[src/hdl/assert_macros.svh]
// assertion macros shared by the rbf field evaluator
// expects clk and arst_n in the scope of use
`ifndef ASSERT_MACROS_SVH
`define ASSERT_MACROS_SVH

// antecedent implies consequent in the same cycle
`define CHK_IMPL(lbl, ante, cons) \
	lbl: assert property (@(posedge clk) disable iff (!arst_n) (ante) |-> (cons)) \
		else $error("rbf check failed");

// condition never holds
`define CHK_NEVER(lbl, cond) \
	lbl: assert property (@(posedge clk) disable iff (!arst_n) !(cond)) \
		else $error("rbf check failed");

`endif

[src/hdl/rbf_mul.sv]
// shared 32x32 unsigned multiplier with registered product
// depends on nothing
module rbf_mul (
	input  logic        clk,
	input  logic [31:0] a,
	input  logic [31:0] b,
	output logic [63:0] prod_q
);
	always_ff @(posedge clk) begin
		prod_q <= {32'd0, a} * {32'd0, b};
	end
endmodule

[config.mk]
export PLATFORM = sky130hd
export DESIGN_NAME = rbf_mul
export DESIGN_NICKNAME = d
export VERILOG_FILES = /design/src/hdl/assert_macros.svh /design/src/hdl/rbf_mul.sv
export SDC_FILE = /design/constraint.sdc
export NUM_CORES = 2
export LEC_CHECK = 0
export ABC_CLOCK_PERIOD_IN_PS = 9900
export BUFFER_PORTS_ARGS = -buffer_cell sky130_fd_sc_hd__buf_2
export CAP_MARGIN = 20
export CORE_ASPECT_RATIO = 1.1
export CORE_MARGIN = 4
export CORE_UTILIZATION = 40
export DETAILED_ROUTE_END_ITERATION = 16
export GPL_TIMING_DRIVEN = 1
export PLACE_DENSITY = 0.68
export SLEW_MARGIN = 30
export SYNTH_ARGS = -nofsm -noshare
export SYNTH_HDL_FRONTEND = slang
export SYNTH_SLANG_ARGS = --single-unit
[constraint.sdc]
create_clock -name clk -period 9.9 [get_ports clk]
set_input_delay 0.99 -clock clk [delete_from_list [all_inputs] [get_ports clk]]
set_output_delay 0.99 -clock clk [all_outputs]
set_load 0.01 [all_outputs]
### After elaboration in Yosys (flattened, before gate mapping)

Index checks and enable logic that the tools add are counted.

| storage, ports and cells | value |
|---|---|
| register bits after elaboration | 64 |
| bits of input ports | 65 |
| output and inout bits | 64 |
| logic and storage cells | 2 |

| cells by class | value |
|---|---|
| $mul | 1 |

Operator list:

| operator | number |
|---|---|
| $mul A32 B32 Y64 | 1 |

### Logic depth before layout (Yosys ltp)

| logic depth | value |
|---|---|
| word-level depth | 1 |
| depth in mapped cells | 29 |

### Worst setup path after synthesis

OpenSTA, ideal clock, no wires.

| timing path | value |
|---|---|
| kind | input-to-reg |
| start point | input port a[25] |
| end point | register prod_q[62] |
| setup time | 0.072 ns |
| data arrival time | 7.671 ns |
| data required time | 9.828 ns |
| slack | 2.157 ns |
| cell stages on the path | 25 |
| path buffers | 2 |
| cells stage by stage | clkbuf_1 -> nand2_1 -> fa_1 -> inv_1 -> fa_1 -> inv_1 -> fa_1 -> inv_1 -> fa_1 -> fa_1 -> fa_1 -> fa_1 -> inv_1 -> fa_1 -> inv_1 -> ha_1 -> buf_2 -> nand4_1 -> or4_1 -> or3_1 -> a31oi_1 -> a31o_2 -> a211oi_1 -> o21ai_1 -> xor2_1 |

| between the ends | value |
|---|---|
| word-level cells in the longest chain between the ends | 1 |

Ends and longest elaborated chain:

| element | RTL line | RTL |
|---|---|---|
| from (decl) | rbf_mul.sv:5 | `input logic [31:0] a,` |
| $mul A32 B32 Y64 | rbf_mul.sv:10 | `prod_q <= {32'd0, a} * {32'd0, b};` |
| to (signal assigned) | rbf_mul.sv:10 |  |
| to (decl) | rbf_mul.sv:7 | `output logic [63:0] prod_q` |

No other way between the ends.

### Worst setup path after layout

| timing path | value |
|---|---|
| start point | input port a[19] |
| end point | register prod_q[62] |

The elaborated chain is that of the path after synthesis.

==> implementation parameters <==
Parameter                              Value

Floorplan
  Horizontal extent of the die    288.7 um
  Area enclosed by the die boundary    91470 sq um
  Core area    ~86000 sq um
  Initial Utilization    0.4027
  IO Count    about 130
  Y dimension of the die    316.8 um
  Rows    ~110

Logic synthesis
  Portion of synthesized cell area occupied by the leading cell type    0.5173
  Number of enable-type register cells in the synthesized netlist    0
  Number of warnings printed during yosys synthesis    0
  Cell Area, Synth    34680 sq um
  Sequential element share of the synthesized area    0.03695
  Fraction of registers with async set or reset after synthesis    0
  Most common cell in the netlist    fa_1
  Average footprint of a synthesized cell    between 9 and 10 sq um
  Nets in the synthesized netlist    a little under 5000
  Distinct cell type count after synthesis    57
  Top cells by area, synth    fa_1 (52%), and2_1 (11%), ha_1 (9.5%)
  Predominant post-synthesis flop cell    dfxtp_1
  Largest area contributor in the netlist    fa_1
  Cells after synthesis    about 3700
  Yosys reg bits    64
  Commonest cells in the netlist    fa_1 (896), inv_1 (865), and2_1 (602)

Flow run
  Maxcap violations    0

Worst setup path
  Crit Path Class    input port to register
  Crit path arrival time    between 8 and 9 ns
  Required time reported for the critical path endpoint    10.18 ns
  Max Fanout on Critical Path    32
  Crit path capture type    register
  Startpoint kind of the worst setup timing path    input port

Timing
  Crit path time final    around 8.5 ns
  Setup repair after global routing missed its margin    false
  Count of endpoints failing hold in the final timing report    0
  Endpoints failing setup    0
  Least-Margin Pin Slew    slightly below 0.9 ns
  Tightest hold margin    1.281 ns
  Max Clock Freq    117.0 MHz
  Slew margin rel.    0.4172
  Post-Route Setup TNS    0 ns
  Count of pins over their slew limit    0
  Ratio of final minimum period to clock period    0.8633

Clock tree
  Hold-fix buffers at CTS    0
  Number of buffers inserted to repair setup after CTS    0
  Number of clock buffers inserted by TritonCTS    9
  CTS sink cnt    64
  Clock tree from TritonCTS    built
  Clock tree root buffer cell    clkbuf_16
  Clock transition at the registers of the reported paths    0.06 ns
  Max clock buf depth    2
  Post-cts gate resize count    0
  Number of levels in the clock H-tree    3

GRT
  Pin count of the biggest net entering global routing    33
  Via count of the first global-routing pass    around 27000
  Total global routing overflow    0
  Antenna violations before repair    5
  GRT Util Overall    0.2100
  First-pass GRT wire length    148.6 mm

Hold path
  Worst hold path type    input port to register
  Hold Path Sink    prod_q[0]
  Hold Crit Depth    2
  Hold_sp    b[0]

Final layout
  Reg with most FFs    prod_q
  Fraction of layout instances using a drive strength above 1    0.04512
  Non-Filler Cell Area, Final    36300 sq um
  Largest register FFs    64
  Layout area overhead    4.684%
  Regs by FF count    prod_q (64)
  Number of nets in the finished design    between 4000 and 5000

Placement
  Placement-stage cell area    35980 sq um
  DP HPWL    76.15 mm
  Placer Congestion    0.9037
  Number of input and output port buffers inserted    128

Drt
  Number of DRC violations after detailed-routing iteration 0    1546
  Final WL    92.17 mm
  Number of routed nets with antenna violations    0
  Average via count per standard cell    5.110
  Post-detailed-route DRC marker count    0
  Vias    roughly 25000
  Pre-Repair DR Iteration Count    5
  WL per Instance    19.06 um

Outcome
  Status    complete, no violations
-- area by class of cell --
| class | count | area [sq um] |
|---|---|---|
| clock inverter | 4 | 70.07 |
| sequential | 64 | 1281 |
| timing repair buffer | 136 | 700.7 |
| inverter | 865 | 3247 |
| clock buffer | 11 | 232.7 |
| multi-input combinational | 2599 | 29310 |
| fill | 8465 | 49800 |
| antenna | 6 | 15.01 |
| tap | 1150 | 1439 |
-- cell families after synthesis --
family	Yosys count	share of synthesized area
adder cells (fa/ha/maj)	1159	0.6122
AO/OA/AOI/OAI	202	0.04153
flip-flops	64	0.03695
multiplexers	1	0.0002887
XOR/XNOR	60	0.01515
AND/OR/NAND/NOR	1177	0.1762
buffers and inverters	1085	0.1177
-- worst max path at each step --
stage | from | endpoint | slack (ns) | cells past startpoint
floorplan | a[25] | prod_q[62] | 2.16 | 25
global placement | a[19] | prod_q[62] | 1.15 | 24
detailed placement | a[19] | prod_q[62] | 1.03 | 22
CTS | a[19] | prod_q[62] | 1.39 | 22
global route | a[22] | prod_q[62] | 0.98 | 24
finish | a[19] | prod_q[62] | 1.35 | 24
-- placed cells by master, fill, tap and decap left out, types with 4 or more instances in the layout --
cell type / Yosys / routed
o21ai_0: 21 / 21
ha_1: 263 / 263
nand3_1: 10 / 10
dfxtp_1: 64 / 64
o21bai_1: 10 / 10
a21o_1: 40 / 40
xor2_1: 25 / 25
inv_1: 865 / 865
nand4_1: 23 / 23
xnor2_1: 35 / 35
nand2_1: 480 / 480
o21ai_1: 5 / 5
clkbuf_16: 0 / 9
diode_2: 0 / 6
and3_1: 14 / 14
nor3_1: 7 / 7
a21oi_1: 63 / 63
and2_1: 602 / 602
a221o_1: 4 / 4
a31oi_1: 12 / 12
o21a_1: 9 / 9
buf_4: 0 / 8
buf_2: 6 / 128
nor2_1: 20 / 20
fa_1: 896 / 896
-- per-layer routing --
layer	wire, um	vias to the layer above	global-route usage
met5	0	-	0
met4	6013	0	0.1087
met3	4120	257	0.02115
met2	48690	815	0.3826
met1	33340	12950	0.2448
li1	-	10680	-
-- stage by stage --
step / utilization / setup WS (ns) / cells
after CTS: 0.4214 / 1.388 / 4829
final: 0.4216 / 1.353 / 4835
after global placement: 0.4179 / 1.153 / 4814
after global routing: 0.4215 / 0.9849 / 4831
after floorplan: - / 2.157 / 3748
after detailed placement: 0.4179 / 1.027 / 4814
-- critical path, stage by stage --
cell      delay [ns]
buf_2           0.60
nand2_1         0.18
fa_1            0.57
inv_1           0.05
fa_1            0.50
inv_1           0.06
fa_1            0.50
inv_1           0.06
fa_1            0.48
fa_1            0.56
fa_1            0.43
fa_1            0.52
inv_1           0.06
fa_1            0.47
inv_1           0.04
ha_1            0.42
nand4_1         0.24
or4_1           0.47
or3_1           0.35
a31oi_1         0.51
a31o_2          0.30
a211oi_1        0.11
o21ai_1         0.17
xor2_1          0.15
Power is left out: the tool's default activity adds up to more than one toggle a clock period on the data nets, which glitch-free logic cannot reach.
