### src/hdl/assert_macros.svh
// assertion macros shared by the rbf field evaluator
// expects clk and arst_n in the scope of use
`ifndef ASSERT_MACROS_SVH
`define ASSERT_MACROS_SVH

// antecedent implies consequent in the same cycle
`define CHK_IMPL(lbl, ante, cons) \
	lbl: assert property (@(posedge clk) disable iff (!arst_n) (ante) |-> (cons)) \
		else $error("rbf check failed");

// condition never holds
`define CHK_NEVER(lbl, cond) \
	lbl: assert property (@(posedge clk) disable iff (!arst_n) !(cond)) \
		else $error("rbf check failed");

`endif

### src/hdl/rbf_pkg.sv
// shared constants, types and helpers of the gaussian rbf field evaluator
// no dependencies
package rbf_pkg;

	localparam int MAX_LANDMARKS   = 64;
	localparam int EXP_TABLE_DEPTH = 256;

	localparam int LM_AW     = (MAX_LANDMARKS > 1) ? $clog2(MAX_LANDMARKS) : 1;
	localparam int CNT_W     = $clog2(MAX_LANDMARKS + 1);
	localparam int ACC_W     = 33 + $clog2(MAX_LANDMARKS + 1);
	localparam int EXP_IX_W  = $clog2(EXP_TABLE_DEPTH + 1);
	localparam int TP_W      = 36 + EXP_IX_W;
	localparam int DIV_STEPS = 64;

	localparam logic [63:0] Q62_ONE = 64'd1 << 62;
	localparam logic [63:0] STEP_Q  = Q62_ONE / EXP_TABLE_DEPTH;
	localparam logic [63:0] STEP_R  = Q62_ONE % EXP_TABLE_DEPTH;
	localparam logic [63:0] STEP_H  = STEP_Q * 16 + (STEP_R * 16) / EXP_TABLE_DEPTH;

	typedef logic [31:0] exp_tab_t [0:EXP_TABLE_DEPTH];

	// one landmark entry as stored
	typedef struct packed {
		logic signed [31:0] cx;
		logic signed [31:0] cy;
		logic signed [31:0] cz;
		logic [31:0]        inv;
		logic signed [31:0] wx;
		logic signed [31:0] wy;
		logic signed [31:0] wz;
	} lmk_t;

	// inverse-radius unit result
	typedef struct packed {
		logic        done;
		logic [31:0] inv;
	} inv_res_t;

	// q0.62 product, rounded half up
	function automatic logic [63:0] mul_q62(input logic [63:0] a, input logic [63:0] b);
		logic [127:0] p;
		p = {64'd0, a} * {64'd0, b} + (128'd1 << 61);
		return p[125:62];
	endfunction

	// floor(x / d) for a small nonzero d, shift and subtract
	function automatic logic [63:0] udiv_small(input logic [63:0] x, input logic [5:0] d);
		logic [63:0] q;
		logic [6:0]  r;
		q = '0;
		r = '0;
		for (int b = 63; b >= 0; b--) begin
			r = {r[5:0], x[b]};
			if (r >= {1'b0, d}) begin
				r    = r - {1'b0, d};
				q[b] = 1'b1;
			end
		end
		return q;
	endfunction

	// exp(-16k/depth) in q1.30, built at elaboration
	function automatic exp_tab_t build_exp_tab();
		exp_tab_t     tab;
		logic [63:0]  term;
		logic [63:0]  sum;
		logic [63:0]  e;
		logic [127:0] r;
		term = Q62_ONE;
		sum  = Q62_ONE;
		e    = Q62_ONE;
		for (int n = 1; n <= 40; n++) begin
			term = udiv_small(mul_q62(term, STEP_H), 6'(n));
			if (n[0]) sum = sum - term;
			else sum = sum + term;
		end
		for (int k = 0; k <= EXP_TABLE_DEPTH; k++) begin
			r = {64'd0, e} + 128'(64'd1 << 31);
			tab[k] = r[63:32];
			e = mul_q62(e, sum);
		end
		return tab;
	endfunction

	localparam exp_tab_t EXP_TAB = build_exp_tab();

	// |a - b| of two signed words
	function automatic logic [31:0] abs_diff(input logic signed [31:0] a,
			input logic signed [31:0] b);
		logic signed [32:0] d;
		d = 33'(a) - 33'(b);
		return d[32] ? 32'(-d) : d[31:0];
	endfunction

	function automatic logic [31:0] mag32(input logic signed [31:0] w);
		return w[31] ? 32'(-33'(w)) : 32'(w);
	endfunction

	// weight*g rounded to q16.16, ties away from zero
	function automatic logic signed [ACC_W-1:0] scale_term(input logic [63:0] prod,
			input logic neg);
		logic [62:0] r;
		logic signed [ACC_W-1:0] m;
		r = prod[62:0] + 63'(64'd1 << 29);
		m = ACC_W'(r[62:30]);
		return neg ? -m : m;
	endfunction

endpackage

### src/hdl/rbf_inv.sv
// inverse squared radius: round(2^56 / r2), one quotient bit per cycle
// depends on rbf_pkg
module rbf_inv (
	input  logic                clk,
	input  logic                arst_n,
	input  logic                start,
	input  logic [63:0]         r2,
	output rbf_pkg::inv_res_t   res
);
	import rbf_pkg::*;

	logic        busy_q;
	logic        done_q;
	logic [5:0]  cnt_q;
	logic [63:0] num_q;
	logic [63:0] den_q;
	logic [63:0] rem_q;
	logic [63:0] quo_q;
	logic [31:0] inv_q;
	logic [64:0] trial;
	logic        ge;
	logic [63:0] quo_nxt;

	always_comb begin
		trial   = {rem_q, num_q[63]};
		ge      = trial >= {1'b0, den_q};
		quo_nxt = {quo_q[62:0], ge};
	end

	always_ff @(posedge clk or negedge arst_n) begin
		if (!arst_n) begin
			busy_q <= 1'b0;
			done_q <= 1'b0;
			cnt_q  <= '0;
		end else begin
			done_q <= 1'b0;
			if (start) begin
				cnt_q <= '0;
				if (r2 == '0) done_q <= 1'b1;
				else busy_q <= 1'b1;
			end else if (busy_q) begin
				cnt_q <= cnt_q + 6'd1;
				if (cnt_q == 6'(DIV_STEPS - 1)) begin
					busy_q <= 1'b0;
					done_q <= 1'b1;
				end
			end
		end
	end

	always_ff @(posedge clk) begin
		if (start) begin
			num_q <= (64'd1 << 56) + (r2 >> 1);
			den_q <= r2;
			rem_q <= '0;
			quo_q <= '0;
			inv_q <= '1;
		end else if (busy_q) begin
			rem_q <= ge ? 64'(trial - {1'b0, den_q}) : trial[63:0];
			num_q <= {num_q[62:0], 1'b0};
			quo_q <= quo_nxt;
			inv_q <= (quo_nxt[63:32] != '0) ? '1 : quo_nxt[31:0];
		end
	end

	assign res.done = done_q;
	assign res.inv  = inv_q;
endmodule

### config.mk
export PLATFORM = sky130hd
export DESIGN_NAME = rbf_inv
export DESIGN_NICKNAME = d
export VERILOG_FILES = /design/src/hdl/assert_macros.svh /design/src/hdl/rbf_pkg.sv /design/src/hdl/rbf_inv.sv
export SDC_FILE = /design/constraint.sdc
export NUM_CORES = 1
export LEC_CHECK = 0
export BUFFER_PORTS_ARGS = -buffer_cell sky130_fd_sc_hd__buf_2
export CORE_MARGIN = 5
export CORE_UTILIZATION = 57
export CTS_BUF_LIST = sky130_fd_sc_hd__clkbuf_8
export DETAILED_ROUTE_END_ITERATION = 8
export GPL_TIMING_DRIVEN = 0
export HOLD_SLACK_MARGIN = 0.1
export PLACE_DENSITY = 0.76
export SYNTH_ARGS = -nofsm -noshare
export SYNTH_HDL_FRONTEND = slang
export SYNTH_SLANG_ARGS = --single-unit
### constraint.sdc
create_clock -name clk -period 6.79 [get_ports clk]
set_clock_uncertainty 0.15 [all_clocks]
set_input_delay 1.358 -clock clk [delete_from_list [all_inputs] [get_ports clk]]
set_output_delay 1.358 -clock clk [all_outputs]
set_load 0.02 [all_outputs]
* Word-level counts from Yosys, hierarchy flattened
Cells that the tools add are included.
** Operators by class
- Order comparisons :: 1
- Equal/unequal tests :: 2
- Muxes and demuxes :: 14
- Add/subtract/negate cells :: 3
- Reduce and logical (&&, ||, !) cells :: 3
** Operators by type and width (number)
- 64-bit two-way mux :: 3
- 65-bit by 64-bit >= comparator with 1-bit output :: 1
- 57-bit by 63-bit adder with 64-bit output, first input constant :: 1
- 64-bit zero test :: 1
- 64-bit subtractor :: 1
- 32-bit two-way mux :: 1
- 32-bit nonzero test :: 1
- 6-bit two-way mux :: 2
- 1-bit two-way mux :: 8
- 6-bit by 1-bit adder with 6-bit output, second input constant :: 1
- 6-bit equality test, second input constant :: 1
- 2-bit != test, second input constant :: 1
- 2-bit nonzero test :: 1
** Word-level totals
- Bits of input ports :: 67
- Logic and storage cells :: 31
- Output and inout bits :: 33
- Register bits after elaboration :: 295

* Longest topological paths before layout
Gate-level depths: netlist (run 1).
- Depth after elaboration :: 4
- Mapped depth :: 15
- Mapped depth without buffers :: 13

* Worst setup path after synthesis (run 1)
OpenSTA, ideal clock, no wires.
- Path kind :: input-to-reg
- Start :: input start
- End :: register num_q[0] (enable)
- Data required time :: 6186 ps
- Stages on the path :: 4
- Library setup time :: 454 ps
- Slack :: 2418 ps
- Path buffers :: 2
- Arrival :: 3769 ps
- Cell sequence :: clkbuf_1 > nor2_1 > inv_1 > clkbuf_1
** Between the ends
- Longest elaborated chain between the ends :: 1
** Ends and longest elaborated chain
- from (decl) :: line rbf_inv.sv:6 : input logic start,
- 2-bit nonzero test (no line)
- to (signal assigned) :: line rbf_inv.sv:53 : num_q <= (64'd1 << 56) + (r2 >> 1);
- to (signal assigned) :: line rbf_inv.sv:60 : num_q <= {num_q[62:0], 1'b0};
- to (decl) :: line rbf_inv.sv:15 : logic [63:0] num_q;
No other way between the ends.
A chain may end at the register's enable or synchronous reset.

* Final worst setup path (run 1)
- Start :: register num_q[63]
- End :: register rem_q[48]
** Between the ends
- Longest elaborated chain between the ends :: 2
- Elaborated cells on any way between the ends :: 3
- Classes of those cells :: add/sub: 1; order compare: 1; mux: 1
** Ends and longest elaborated chain
- 64-bit subtractor / 65-bit by 64-bit >= comparator with 1-bit output (equally long branches) :: line rbf_inv.sv:59, rbf_inv.sv:26
- 64-bit two-way mux (*) :: line rbf_inv.sv:59 : rem_q <= ge ? 64'(trial - {1'b0, den_q}) : trial[63:0];
- to (signal assigned) :: line rbf_inv.sv:59
- to (decl) :: line rbf_inv.sv:17 : logic [63:0] rem_q;
Mark *: on every way between the ends. The rest lies on a longest branch, timed or not.

==> run metrics, run 1 <==
cell family contributing the most delay on the critical path compound AO/OA/AOI/OAI gates; drt total wl 41900 um; largest net degree at the start of global routing between 60 and 70; DRT antenna net count 0; Row Count 60; final setup violation count 0; post-synth top area cell edfxtp_1; sequential area share after synthesis 0.473; H-tree levels 2; setup bufs post-CTS 0; RSZ-0062 raised after global routing no; DR DRC count 0; fin crit share 0.587; Avg Inst Size Synth about 10 um^2; Area after DPL between 15000 and 20000 um^2; Die X-Extent approximately 170 um; dominant cells by area after synthesis edfxtp_1 25%, dfxtp_1 21%, ha_1 5.4%; cells along the critical path inv_1 > ha_1 > fa_1 > nand2b_1 > a21oi_1 > o21ai_0 > o2111ai_1 > nand4b_1 > a21boi_0 > o21ai_0 > a21oi_1 > nor4b_2 > o21a_1; Seq cells post-synth 295; # fillers between 2000 and 2500; Iteration-0 DRC Markers 1369; Finished Cell Area approximately 17000 um^2; PwrDens about 220 nW/um^2; Worst path slowest cell a21boi_0; CP Buf/Inv Count 1; Fin. Hold Viols 0; leading cell types by count after synthesis 175 x nor2_1, 159 x dfxtp_1, 128 x edfxtp_1; DP Wirelength around 31000 um; Worst-Margin Slew 0.912 ns; crit path time final 3.98 ns; Post-Syn Nets approximately 1700; Layout area overhead 12.2%; post-cts repair resize count 0; outcome completed; CP startpoint kind flop; synthesized area around 15000 um^2; ys flop type dfxtp_1; max_slew headroom 0.392; Max FO, Critical Path 4; Max-cap violations 0; wire length of the first global-routing pass around 66000 um; Crit. End Element flop; Avg WL per Cell roughly 20 um; Post-Syn Instances ~1500; IO Count 100; fin util 0.643; GRT Util Overall 0.274; Root Buffer clkbuf_8; proportion of layout cells with a drive suffix above 1 0.160; Total Die Area between 30000 and 40000 um^2; CTS sink cnt about 300; Die Ht between 150 and 200 um; number of global-route vias before repair approximately 12000; WP data arrival ~4.3 ns; CTS Buf Count 49; input/output buffers 99; Post-synth ARST share 0.0271; Vias/cell roughly 6.1; Req. time, crit path between 7 and 8 ns; fin. max-slew vios 0; RD Place Congestion 0.969; post-synthesis cell type count between 60 and 70; EDFF count, synth approximately 130; initial antenna violation count 0; YS warnings 0; worst hold-check path type reg -> reg; Yosys top cell area share 0.252; drt pass-1 iters 5; Final TNS setup 0 ns; cell with the most instances after synthesis nor2_1; layout net count ~1800; maximum vdd drop just over 0.0002 V; GRT overflow 0; Initial Util 0.573; clock slew at reported path FFs ~0.060 ns; Vias ~12000; Largest stage delay, worst path 0.49 ns; Crit Path Class reg -> reg; Pleak approximately 7.6 nW; CTS Hold Buffers Added 0; CTS tree done; fmax between 200 and 300 MHz; clk_lat worst skew about 0.58 ns; Core ar. about 27000 um^2; Bufs on Longest Clock Path 3
## logic make-up after synthesis
group | synth area share
AO/OA/AOI/OAI | 0.175
adder cells (fa/ha/maj) | 0.0554
AND/OR/NAND/NOR | 0.121
buffers and inverters | 0.0459
XOR/XNOR | 0.0384
multiplexers | 0.0914
flip-flops | 0.473
## worst reg2reg max path: cells and delay by family (launching register included)
kind	cells	cell delay (ns)
AOI/OAI and AO/OA	7	2.20
adders and majority gates	2	0.62
and+or+nand+nor	3	0.45
DFF	1	0.41
buffers and inverters	1	0.06
## per-stage QoR
stage	power [mW]	hold slack (ns)	cells	setup slack [ns]
after detailed placement	2.36	0.316	1958	2.02
after global routing	3.93	0.345	2047	2.62
after floorplan	2.22	0.285	1517	2.42
after global placement	2.35	0.312	1957	0.164
after CTS	3.79	0.329	2047	2.61
final	3.77	0.324	2048	2.81
## sequential cells by signal (all words and copies together), names as in the netlist
register  flops
done_q        1
quo_q        63
den_q        64
num_q        64
rem_q        64
busy_q        1
cnt_q         6
inv_q        32
## power by group
part	switching (mW)	internal (mW)	leakage (nW)
Combinational	0.224	0.128	4.35
Clock	0.714	0.725	0.530
Sequential	0.0319	1.95	2.70
## worst paths after layout
path,cells past startpoint,start,slack (ns),end
max in group asynchronous,1,arst_n,5.85,cnt_q[2]$_DFFE_PN0P_
max,13,num_q[63]$_DFFE_PP_,2.81,rem_q[48]$_SDFFE_PP0P_
min in group asynchronous,1,arst_n,0.47,cnt_q[1]$_DFFE_PN0P_
max reg2reg,13,num_q[63]$_DFFE_PP_,2.81,rem_q[48]$_SDFFE_PP0P_
min,1,inv_q[8]$_SDFFE_PP1P_,0.32,inv_q[8]$_SDFFE_PP1P_
min reg2reg,1,inv_q[8]$_SDFFE_PP1P_,0.32,inv_q[8]$_SDFFE_PP1P_
## layer usage
layer | track usage | wire length, um | vias up
met5 | 0 | 0 | -
met4 | 0.0977 | 1460 | 0
met3 | 0.0523 | 3690 | 93
met2 | 0.418 | 18500 | 546
met1 | 0.392 | 18300 | 5915
li1 | - | - | 5868
## layout make-up
type                    instances  area, um^2  area share
inverters                      84         315      0.0184
flip-flops and latches        295        7230       0.422
well taps                     341         427      0.0249
repair buffers                100         526      0.0307
clock buffers                  53         729      0.0426
multi-input cells            1049        7340       0.429
plain buffers                  89         389      0.0227
clock inverters                36         170     0.00993
diodes                          1        2.50    0.000146
## cell usage in the layout, fill, tap and decap left out, drive strengths merged, types with 5 or more instances in the layout
cell type,instances
a211oi,37
a21boi,7
a21o,26
a21oi,118
a22o,9
a31oi,7
a32oi,10
and3,11
buf,129
clkbuf,113
clkinv,15
dfrtp,8
dfxtp,159
edfxtp,128
ha,66
inv,104
mux2,60
mux2i,72
nand2,82
nand2b,11
nand3,15
nand4,32
nor2,175
nor2b,5
nor3,15
nor4,29
o211a,7
o211ai,14
o21a,10
o21ai,63
o21bai,13
o22a,31
o31ai,7
or3,6
xnor2,37
xor2,30
Power figures use the tool's default switching activity.
==> run 2, diff against run 1 <==
==> constraint.sdc (replaced) <==
create_clock -name clk -period 4.1 [get_ports clk]
set_clock_uncertainty 0.15 [all_clocks]
set_input_delay 0.82 -clock clk [delete_from_list [all_inputs] [get_ports clk]]
set_output_delay 0.82 -clock clk [all_outputs]
set_load 0.02 [all_outputs]
==> run metrics, run 2 (synthesized netlist as in run 1, its figures left out) <==
switching part of the total power 0.257 (about the same); drt total wl 42000 um (was 41900 um); Total Die Area 30200 um^2 (unchanged); Core ar. 26700 um^2 (unchanged); CP endpoint rem_q[46]$_SDFFE_PP0P_ (was rem_q[48]$_SDFFE_PP0P_); Vias 12440 (was 12422); Max-cap violations 0 (unchanged); Crit Path Class reg -> reg (unchanged); NetSw 1.61 mW (was 0.970 mW); worst reg2reg path depth 14 (was 13); CTS Buf Count 49 (unchanged); layout net count 1803 (was 1802); RSZ-0062 raised after global routing no (unchanged); Root Buffer clkbuf_8 (unchanged); worst hold-check path type in -> reg (was reg -> reg); Clk pwr share 0.382 (about the same); H-tree levels 2 (unchanged); Iteration-0 DRC Markers 1279 (was 1369); total power 6.24 mW (was 3.77 mW); DRT antenna net count 0 (unchanged); number of global-route vias before repair 12207 (was 12203); maximum vdd drop 0.000342 V (was 0.000206 V); RR Endpoint rem_q[46]$_SDFFE_PP0P_ (was rem_q[48]$_SDFFE_PP0P_); Worst path slowest cell or4_1 (was a21boi_0); fmax 255 MHz (was 251 MHz); Seq pwr share 0.525 (about the same); CTS tree done (unchanged); max_slew headroom 0.394 (was 0.392); drt pass-1 iters 5 (unchanged); crit path time final 3.92 ns (was 3.98 ns); R2R setup slack 0.18 ns (was 2.81 ns); Avg WL per Cell 20.5 um (about the same); DR DRC count 0 (unchanged); CP Buf/Inv Count 4 (was 1); clock slew at reported path FFs 0.07 ns (was 0.06 ns); wire length of the first global-routing pass 66500 um (about the same); Max FO, Critical Path 10 (was 4); DP Wirelength 31500 um (unchanged); Die X-Extent 174 um (unchanged); CP startpoint kind flop (unchanged); Crit Reg-Reg Startpoint den_q[24]$_DFFE_PP_ (was num_q[63]$_DFFE_PP_); Die Ht 174 um (unchanged); Pleak 7.58 nW (about the same); Worst-Margin Slew 0.909 ns (was 0.912 ns); Largest stage delay, worst path 0.61 ns (was 0.49 ns); most used cell along the critical path buf_2; register area 7230 um^2 (unchanged); WP data arrival 4.19 ns (was 4.29 ns); Final TNS setup 0 ns (unchanged); commonest non-fill, non-tap cells in the layout 175 x nor2_1, 159 x dfxtp_1, 128 x edfxtp_1 (unchanged); Layout area overhead 12.3% (was 12.2%); cell family contributing the most delay on the critical path simple AND/OR/NAND/NOR gates (was compound AO/OA/AOI/OAI gates); initial antenna violation count 0 (unchanged); CTS sink cnt 295 (unchanged); Row Count 60 (unchanged); Fin. Hold Viols 0 (unchanged); PwrDens 364 nW/um^2 (was 220 nW/um^2); Bufs on Longest Clock Path 3 (unchanged); outcome completed (unchanged); fin crit share 0.956 (was 0.587); input/output buffers 99 (unchanged); # fillers 2163 (unchanged); largest net degree at the start of global routing 66 (unchanged); GRT Util Overall 0.274 (about the same); RD Place Congestion 0.969 (unchanged); internal power 4.64 mW (was 2.80 mW); Initial Util 0.573 (unchanged); Combinational Power Share 0.094 (was 0.093); Critical path origin den_q[24]$_DFFE_PP_ (was num_q[63]$_DFFE_PP_); GRT overflow 0 (unchanged); most common cell after layout, fill and taps aside nor2_1 (unchanged); fin. max-slew vios 0 (unchanged); Worst path depth 14 (was 13); setup bufs post-CTS 0 (unchanged); Req. time, crit path 4.37 ns (was 7.10 ns); IO Count 100 (unchanged); leading registers by flop count den_q x64, num_q x64, rem_q x64 (unchanged); Fin Hold WS 0.298 ns (was 0.324 ns); clk_lat worst skew 0.58 ns (about the same); proportion of layout cells with a drive suffix above 1 0.161 (was 0.160); Vias/cell 6.07 (about the same); Crit. End Element flop (unchanged); final setup violation count 0 (unchanged); Multi-input gate area 7350 um^2 (was 7340 um^2); cells along the critical path inv_1 > ha_1 > clkbuf_1 > nand2_1 > or4_1 > nor4_1 > nand4_1 > o21ai_1 > a211o_1 > o21ai_2 > buf_2 > buf_2 > a21oi_1 > a211oi_2 (was inv_1 > ha_1 > fa_1 > nand2b_1 > a21oi_1 > o21ai_0 > o2111ai_1 > nand4b_1 > a21boi_0 > o21ai_0 > a21oi_1 > nor4b_2 > o21a_1); fin util 0.643 (about the same)
[run 2: changes by cell type in the layout (fill, tap and decap cells not counted)]
| cell | change |
|---|---|
| a21boi_0 | -1 |
| a211oi_2 | +1 |
| dlygate4sd3_1 | +1 |
| a21boi_1 | +1 |
| a211oi_1 | -1 |
[run 2: worst reg2reg max path: cells and delay by family (launching register included)]
family / cells / cell delay (ns)
and+or+nand+nor: 4 / 1.31
AOI/OAI and AO/OA: 5 / 0.80
adders and majority gates: 1 / 0.27
buffers and inverters: 4 / 0.90
DFF: 1 / 0.33
[run 2: layout make-up]
cell class                      instances  area share
Multi-Input combinational cell       1049       0.429
Sequential cell                       295       0.422
Clock buffer                           53      0.0425
Timing Repair Buffer                  101      0.0312
Tap cell                              341      0.0249
Buffer                                 89      0.0227
Inverter                               84      0.0184
Clock inverter                         36     0.00992
Antenna cell                            1    0.000146
[run 2: worst min path at each step]
stage                     depth (start not counted)                    end                   from  slack [ns]
after floorplan                                   2  quo_q[0]$_SDFFE_PP0P_  quo_q[0]$_SDFFE_PP0P_        0.29
after global placement                            1  inv_q[4]$_SDFFE_PP1P_  inv_q[4]$_SDFFE_PP1P_        0.31
after detailed placement                          1  inv_q[8]$_SDFFE_PP1P_  inv_q[8]$_SDFFE_PP1P_        0.32
after CTS                                         1    den_q[28]$_DFFE_PP_                 r2[28]        0.28
after global routing                              1    den_q[28]$_DFFE_PP_                 r2[28]        0.28
final                                             1    den_q[24]$_DFFE_PP_                 r2[24]        0.30
[run 2: metrics by stage]
stage	instances	setup slack (ns)	instance area, um^2
finish	2049	0.179	17100
global route	2048	0.00408	17100
CTS	2048	0.188	17100
detailed placement	1958	-0.136	16200
global placement	1957	-1.99	16200
floorplan	1517	0.266	15300
[run 2: routing by layer]
layer	GRT usage	wire (um)
met4	0.0977	1500
met1	0.392	18600
met2	0.418	18400
met5	0	0
met3	0.0523	3500
[run 2: power by group through the flow]
stage	Sequential [mW]	Combinational [mW]	Clock (mW)
floorplan	3.34	0.348	0
global placement	3.33	0.564	0
detailed placement	3.34	0.569	0
CTS	3.28	0.576	2.42
global route	3.29	0.642	2.58
finish	3.28	0.584	2.38
[run 2: repair_timing]
action,in CTS,in global routing
endpoints found under the setup margin,0,2
resized for setup,0,2
endpoints found under the hold margin,8,0
hold buffers,1,0
